`src/assert_macros.svh`:
```
// Assertion macros shared by the step-size controller modules.
`ifndef ASSERT_MACROS_SVH
`define ASSERT_MACROS_SVH

// Same-cycle implication, disabled while reset is active.
`define ASSERT_IMPLY(lbl, ck, rn, ante, cons) \
    lbl: assert property (@(posedge ck) disable iff (!rn) (ante) |-> (cons)) \
        else $error("same-cycle check failed");

// Next-cycle implication, disabled while reset is active.
`define ASSERT_NEXT(lbl, ck, rn, ante, cons) \
    lbl: assert property (@(posedge ck) disable iff (!rn) (ante) |=> (cons)) \
        else $error("next-cycle check failed");

`endif

```
`src/pssc_pkg.sv`:
```
// Shared types and constants of the step-size controller.
package pssc_pkg;

    typedef enum logic [1:0] {
        OP_EST = 2'd0,
        OP_UPD = 2'd1,
        OP_CLR = 2'd2,
        OP_NOP = 2'd3
    } op_t;

    typedef enum logic [1:0] {
        STS_OK  = 2'd0,
        STS_ORD = 2'd1,
        STS_SAT = 2'd2
    } sts_code_t;

    typedef enum logic [2:0] {
        CFG_K1   = 3'd0,
        CFG_K2   = 3'd1,
        CFG_K3   = 3'd2,
        CFG_BIAS = 3'd3,
        CFG_ORD  = 3'd4,
        CFG_ADJ  = 3'd5
    } cfg_idx_t;

    typedef enum logic [4:0] {
        S_IDLE, S_BIAS, S_SPLIT, S_E1, S_LSEL, S_NORM, S_LPOS, S_LTAB, S_LMUL,
        S_LACC, S_DIV, S_DWAIT, S_EPOS, S_ETAB, S_EMUL, S_EVAL, S_PROD, S_SHIFT,
        S_DONE
    } state_t;

    localparam logic [31:0] ONE_Q24 = 32'h0100_0000;
    localparam int NUM_W = 56;
    localparam int QUO_W = 37;
    localparam int ORD_W = 5;

    typedef struct packed {
        state_t     step;
        logic       accept;
        logic       deliver;
        logic [1:0] opnd;
        logic [2:0] cnt;
    } cmd_t;

    typedef struct packed {
        logic op_est;
        logic ord_bad;
        logic div_done;
    } sts_t;

endpackage

```
`src/pssc_ctrl.sv`:
```
// Sequencer of the step-size controller.
`include "assert_macros.svh"
module pssc_ctrl
    import pssc_pkg::*;
(
    input  logic clk,
    input  logic rst_n,
    input  logic in_valid,
    input  logic out_free,
    input  sts_t sts,
    output cmd_t cmd,
    output logic in_ready
);

    state_t     state_reg;
    state_t     state_next;
    logic [1:0] opnd_reg;
    logic [1:0] opnd_next;
    logic [2:0] cnt_reg;
    logic [2:0] cnt_next;

    always_ff @(posedge clk or negedge rst_n)
    begin
        if (!rst_n)
        begin
            state_reg <= S_IDLE;
            opnd_reg  <= '0;
            cnt_reg   <= '0;
        end
        else
        begin
            state_reg <= state_next;
            opnd_reg  <= opnd_next;
            cnt_reg   <= cnt_next;
        end
    end

    always_comb
    begin
        state_next  = state_reg;
        opnd_next   = opnd_reg;
        cnt_next    = cnt_reg;
        cmd         = '0;
        cmd.step    = state_reg;
        cmd.opnd    = opnd_reg;
        cmd.cnt     = cnt_reg;
        case (state_reg)
            S_IDLE:
            begin
                if (in_valid)
                begin
                    cmd.accept = 1'b1;
                    state_next = S_BIAS;
                end
            end
            S_BIAS:  state_next = S_SPLIT;
            S_SPLIT: state_next = (sts.op_est && !sts.ord_bad) ? S_E1 : S_DONE;
            S_E1:
            begin
                opnd_next  = 2'd0;
                state_next = S_LSEL;
            end
            S_LSEL:
            begin
                cnt_next   = 3'd0;
                state_next = S_NORM;
            end
            S_NORM:
            begin
                if (cnt_reg == 3'd4)
                    state_next = S_LPOS;
                else
                    cnt_next = cnt_reg + 3'd1;
            end
            S_LPOS:  state_next = S_LTAB;
            S_LTAB:  state_next = S_LMUL;
            S_LMUL:  state_next = S_LACC;
            S_LACC:
            begin
                if (opnd_reg == 2'd2)
                    state_next = S_DIV;
                else
                begin
                    opnd_next  = opnd_reg + 2'd1;
                    state_next = S_LSEL;
                end
            end
            S_DIV:   state_next = S_DWAIT;
            S_DWAIT:
            begin
                if (sts.div_done)
                    state_next = S_EPOS;
            end
            S_EPOS:  state_next = S_ETAB;
            S_ETAB:  state_next = S_EMUL;
            S_EMUL:  state_next = S_EVAL;
            S_EVAL:  state_next = S_PROD;
            S_PROD:  state_next = S_SHIFT;
            S_SHIFT: state_next = S_DONE;
            S_DONE:
            begin
                if (out_free)
                begin
                    cmd.deliver = 1'b1;
                    state_next  = S_IDLE;
                end
            end
            default: state_next = S_IDLE;
        endcase
    end

    assign in_ready = (state_reg == S_IDLE);

    `ASSERT_NEXT(a_busy_after_accept, clk, rst_n, cmd.accept, !in_ready)

endmodule

```
`config.mk`:
```
export PLATFORM = sky130hd
export DESIGN_NAME = pssc_ctrl
export DESIGN_NICKNAME = d
export VERILOG_FILES = /design/src/pssc_pkg.sv /design/src/pssc_ctrl.sv
export VERILOG_INCLUDE_DIRS = /design/src /design/src/src
export SDC_FILE = /design/constraint.sdc
export NUM_CORES = 1
export LEC_CHECK = 0
export BUFFER_PORTS_ARGS = -buffer_cell sky130_fd_sc_hd__buf_2
export CAP_MARGIN = 20
export CORE_UTILIZATION = 45
export CTS_CLUSTER_SIZE = 8
export DETAILED_ROUTE_END_ITERATION = 6
export PLACE_DENSITY_LB_ADDON = 0.25
export SYNTH_ARGS = -nofsm -noshare
export SYNTH_HDL_FRONTEND = slang
export SYNTH_SLANG_ARGS = --single-unit
```
`constraint.sdc`:
```
create_clock -name clk -period 2.1 [get_ports clk]
set_clock_uncertainty 0.15 [all_clocks]
set_input_delay 0.42 -clock clk [delete_from_list [all_inputs] [get_ports clk]]
set_output_delay 0.42 -clock clk [all_outputs]
set_load 0.005 [all_outputs]
```
==> flow_summary.ini, run 1 <==
[run_status]
status = complete, no violations

[synthesis]
synth.distinct_cells = 32
async_flop_share = 1.000
synth_flop_cell = dfrtp_1
syn_nets = 91
yosys.cell_count.top_type = dfrtp_1
syn_area_um2 = 695.7
yosysWarnings = 0
syn_avg_cell_area_um2 = 8.588
synth_cells = 81
synth_commonest_cells = dfrtp_1 (10), nand2_1 (9), a21oi_1 (7), o21ai_0 (6), inv_1 (5)
synthTopCellsByArea = dfrtp_1 (36%), ha_1 (5.4%), a21oi_1 (5.0%)
yosysTopAreaCell = dfrtp_1
synth_edf_count = 0
yosysTopAreaCellShare = 0.3597
synth_seq_area_share = 0.3597
synth.ff_latch_count = 10

[clocking]
clock_latency_ns = 0.27
h-tree-depth = 1
cts_sinks = 10
cts_buffers = 3
cts_tree = done
clkSlewWorstSetupHoldPaths_ns = 0.07
clk_path_buf_depth = 2
clockRootBuffer = clkbuf_4

[worst_hold_path]
whs_path_depth = 1
hp-class = reg -> reg
min-delay-start = opnd_reg[0]$_DFFE_PN0P_
holdPathEnd = opnd_reg[0]$_DFFE_PN0P_

[sta]
setup_viol_count_final = 0
finalSetupTns_ns = 0
fin_crit_ns = 2.046
clock.fmax_mhz = 488.8
slew_violations = 0
slew_headroom = 0.6564
tightest_slew_ns = 0.5082
hold_viol = 0
fin_ws_ns = 0.05432
fin_crit_sh = 0.9741
rsz0062_at_grt = no

[floorplanning]
fp.dieW_um = 41.32
std_cell_rows = 13
dieArea_mm2 = 0.001707
initial_utilization = 0.5092
io_pins = 20
core_area_mm2 = 0.001366
die_h_um = 41.32

[worst_setup_path]
slowest_stage = dfrtp_1
crit_arrival_ns = 1.48
cpPeakStageDelay_ns = 0.38
cp_max_fo = 4
crit_path_cell_trace = or2_1 -> nor4b_2 -> buf_2
path_buf_inv = 1
rr_worst_depth = 4
path_delay_family = simple AND/OR/NAND/NOR gates
worstPathRequired_ns = 1.53
rrSetupSlack_ns = 0.39
start_kind = flip-flop
r2r-end = state_reg[1]$_DFFE_PN0P_
r2r-start = state_reg[0]$_DFFE_PN0P_
crit_type = reg -> out
cp-end-kind = primary output

[layout]
nets = 114
final_cells = 118
largest_reg_flops = 5
antenna_cells = 0
area_growth_pct = 23.56
utilization = 0.6291
drive_above_1_share = 0.3398

[pwr]
switching_share = 0.4372
seqPwrFrac = 0.347
ir_drop_mv = 0.6998
power_frac_clock = 0.155
powerDensity_mw_per_mm2 = 1371
leakagePower_nw = 0.4109
p_int_w = 0.0006633
switchingPower_w = 0.0005154
comb_power_share = 0.498

[placed_design]
place_ws_ns = 0.2697
gp_congestion = 0.8475
portBuffers = 19
post-place-cells = 113
hpwl_um = 1159

[routing]
ant_nets = 0
drt-total-wl_um = 1708
avgRoutedWirePerCell_um = 14.47
first_pass_iters = 4
drt_drc_violations_left = 0
vias_per_cell = 5.924
drt-initial-drc-count = 19
vias = 699

[job]
drv_cap = 0

[global_route]
antenna_found_initial = 0
grt-ovfl-total = 0
grt_max_degree = 18
grtUsageTotal = 0.2296
grt_pass1_vias = 565
grt_pass1_wl_um = 2435
[layer usage]
metal | vias to the layer above | part of all wire | GRT usage
li1 | 335 | - | -
met3 | 8 | 0.051 | 0.03191
met2 | 31 | 0.46 | 0.3438
met1 | 325 | 0.45 | 0.2990
met5 | - | 0 | 0
met4 | 0 | 0.036 | 0.1694
[per-stage QoR]
step                instance area, um^2  hold WS, ns   power, W
floorplan                         695.7     -0.02559  0.0007863
global placement                  798.3       0.1503  0.0009491
detailed placement                798.3       0.1537  0.0009636
CTS                               844.6       0.3500   0.001151
global route                      859.6       0.3925   0.001269
finish                            859.6       0.3421   0.001179
[cells in the final DEF, fill, tap and decap left out, types with 2 or more instances in the layout]
cell type / n
nor3_1: 4
ha_1: 3
clkbuf_4: 3
a21oi_1: 7
dfrtp_2: 2
buf_4: 4
inv_1: 5
nor2_1: 4
nor4b_1: 2
dfrtp_1: 8
nor4b_2: 2
buf_2: 19
mux2i_1: 2
nand3_1: 3
o31ai_1: 2
o21ai_0: 6
nand2_1: 9
[power by group through the flow]
| stage | clock network (W) | registers [W] | logic [W] |
|---|---|---|---|
| floorplan | 0 | 0.000345 | 0.000441 |
| global placement | 0 | 0.000389 | 0.000560 |
| detailed placement | 0 | 0.000401 | 0.000563 |
| CTS | 0.000184 | 0.000395 | 0.000572 |
| global route | 0.000190 | 0.000427 | 0.000652 |
| finish | 0.000182 | 0.000409 | 0.000587 |
[final cells by class]
| type | instances | area [um^2] |
|---|---|---|
| Clock buffer | 4 | 36.28 |
| Multi-Input combinational cell | 60 | 397.9 |
| Sequential cell | 10 | 252.7 |
| Tap cell | 15 | 18.77 |
| Timing Repair Buffer | 24 | 135.1 |
| Fill cell | 131 | 506.7 |
| Inverter | 5 | 18.77 |
[worst max path at each step]
stage	slack, ns	endpoint	from	cells past startpoint
after floorplan	0.19	cmd[6]	state_reg[3]$_DFFE_PN0P_	5
after global placement	0.41	cmd[6]	state_reg[1]$_DFFE_PN0P_	3
final	0.05	cmd[5]	state_reg[3]$_DFFE_PN0P_	3
after detailed placement	0.27	state_reg[1]$_DFFE_PN0P_	state_reg[1]$_DFFE_PN0P_	4
after CTS	0.03	cmd[6]	state_reg[1]$_DFFE_PN0P_	3
after global routing	0.03	cmd[5]	state_reg[3]$_DFFE_PN0P_	3
[timing repair]
action	in CTS	in global routing
resized for setup	0	4
endpoints found under the hold margin	10	0
hold buffers	1	0
setup buffers	0	0
endpoints found under the setup margin	0	2
[kinds of logic (layout without fill, tap and decap cells)]
family          after synthesis  count (layout)  synth area share
buf+inv                      11              33           0.08632
flops                        10              10            0.3597
compound gates               20              20            0.1745
simple gates                 34              34            0.2806
fa+ha+maj                     3               3           0.05396
mux                           3               3           0.04496
No activity file was read; power rests on OpenSTA's default activity.
==> run 2, diff against run 1 <==
clock period = 2.22 ns   (was 2.1 ns; I/O delays follow)
==> run 2 against run 1 <==
Power is 11% lower. Critical path depth increased by 1. Worst setup slack improved by 0.084 ns. Register-to-register slack gained 0.04 ns. Sequential cell count unchanged. Via count down 4.3%. Sequential power decreased by 6.8%. Cell area shrank 3.5%. Worst hold slack better by 0.0075 ns. Count of clock-buffer cells in the layout did not move. Routed wire length is 13% lower. Largest power group unchanged.
==> flow_summary.ini, run 2 (synthesis results as in run 1) <==
[worst_setup_path]
crit_arrival_ns = 1.49
slowest_stage = dfrtp_1
cpPeakStageDelay_ns = 0.37
cp-end-kind = primary output
cp_max_fo = 8
rr_worst_depth = 4
r2r-start = state_reg[4]$_DFFE_PN0P_
rrSetupSlack_ns = 0.43
r2r-end = state_reg[1]$_DFFE_PN0P_
path_delay_family = simple AND/OR/NAND/NOR gates
worstPathRequired_ns = 1.63
start_kind = flip-flop
crit_type = reg -> out
crit_path_cell_trace = or2_1 -> nor4_1 -> and2_1 -> buf_2
path_buf_inv = 1

[pwr]
power_frac_clock = 0.158
comb_power_share = 0.477
ir_drop_mv = 0.5983
p_int_w = 0.0005984
leakagePower_nw = 0.4014
switching_share = 0.4278
seqPwrFrac = 0.364
powerDensity_mw_per_mm2 = 1261
switchingPower_w = 0.0004473

[placed_design]
hpwl_um = 1044
gp_congestion = 0.7658
post-place-cells = 111
portBuffers = 19

[clocking]
cts_sinks = 10
cts_tree = done
clock_latency_ns = 0.27
clkSlewWorstSetupHoldPaths_ns = 0.07
h-tree-depth = 1
cts_setup_buffers = 0
cts_buffers = 3
clk_path_buf_depth = 2
cts_resized = 0
clockRootBuffer = clkbuf_4

[layout]
final_cells = 116
mostFrequentLayoutCell = buf_2
fillers = 133
antenna_cells = 0
largest_reg_flops = 5
nets = 112
area_growth_pct = 19.24
drive_above_1_share = 0.2871
final_cell_mix = buf_2 (19), dfrtp_1 (10), nand2_1 (9), a21oi_1 (7), o21ai_0 (6)

[sta]
fin_crit_ns = 2.082
slew_headroom = 0.6657
clock.fmax_mhz = 480.4
rsz0062_at_grt = no
finalSetupTns_ns = 0
slew_violations = 0
hold_viol = 0
tightest_slew_ns = 0.4945
setup_viol_count_final = 0
fin_crit_sh = 0.9377

[routing]
drt-initial-drc-count = 14
first_pass_iters = 4
avgRoutedWirePerCell_um = 12.86
drt-total-wl_um = 1492
vias_per_cell = 5.767
ant_nets = 0
drt_drc_violations_left = 0
vias = 669

[floorplanning]
fp.dieW_um = 41.32
initial_utilization = 0.5092
die_h_um = 41.32
dieArea_mm2 = 0.001707
io_pins = 20
core_area_mm2 = 0.001366
std_cell_rows = 13

[worst_hold_path]
holdPathEnd = opnd_reg[0]$_DFFE_PN0P_
min-delay-start = opnd_reg[0]$_DFFE_PN0P_
hp-class = reg -> reg
whs_path_depth = 1

[global_route]
grt-ovfl-total = 0
grtUsageTotal = 0.1975
grt_pass1_wl_um = 2159
antenna_found_initial = 0
grt_max_degree = 18
grt_pass1_vias = 514

[job]
drv_cap = 0

[run_status]
status = complete, no violations
run 2: worst max path at each step:
| stage | startpoint | endpoint | depth (start not counted) | slack [ns] |
|---|---|---|---|---|
| after floorplan | state_reg[3]$_DFFE_PN0P_ | cmd[6] | 5 | 0.29 |
| after global placement | state_reg[3]$_DFFE_PN0P_ | cmd[6] | 4 | 0.44 |
| after detailed placement | state_reg[3]$_DFFE_PN0P_ | cmd[6] | 4 | 0.42 |
| after CTS | state_reg[3]$_DFFE_PN0P_ | cmd[6] | 4 | 0.12 |
| after global routing | state_reg[1]$_DFFE_PN0P_ | cmd[5] | 3 | 0.01 |
| final | state_reg[3]$_DFFE_PN0P_ | cmd[6] | 4 | 0.14 |
run 2: what timing repair did:
action,4_1_cts,5_1_grt
endpoints found under the hold margin,10,0
endpoints found under the setup margin,0,0
hold buffers,1,0
run 2: final cells by class:
| class | instances | area [um^2] | share of cell area |
|---|---|---|---|
| inverter | 5 | 18.77 | 0.02262 |
| sequential | 10 | 250.2 | 0.3017 |
| tap | 15 | 18.77 | 0.02262 |
| multi-input combinational | 60 | 385.4 | 0.4646 |
| timing repair buffer | 22 | 120.1 | 0.1448 |
| clock buffer | 4 | 36.28 | 0.04374 |
run 2: power groups by stage:
stage	clock network, W	logic (W)	registers [W]
final	0.000165	0.000499	0.000381
after global routing	0.000177	0.000561	0.000398
after CTS	0.000169	0.000505	0.000380
after detailed placement	0	0.000501	0.000383
after global placement	0	0.000492	0.000378
after floorplan	0	0.000418	0.000326
run 2: metrics by stage:
step                      instance area, um^2  utilization  hold slack [ns]  power (W)  setup slack (ns)
after floorplan                         695.7            -        -0.001591  0.0007438            0.2908
after global placement                  783.3       0.5733           0.1671  0.0008700            0.4399
after detailed placement                783.3       0.5733           0.1699  0.0008839            0.4243
after CTS                               829.5       0.6071           0.3535   0.001054            0.1195
after global routing                    829.5       0.6071           0.3967   0.001136           0.01411
final                                   829.5       0.6071           0.3496   0.001046            0.1383
run 2: per-layer routing:
metal / GRT usage / share of wire
met1: 0.2441 / 0.49
met2: 0.3438 / 0.45
met3: 0.01596 / 0.029
met4: 0.09677 / 0.021
met5: 0 / 0
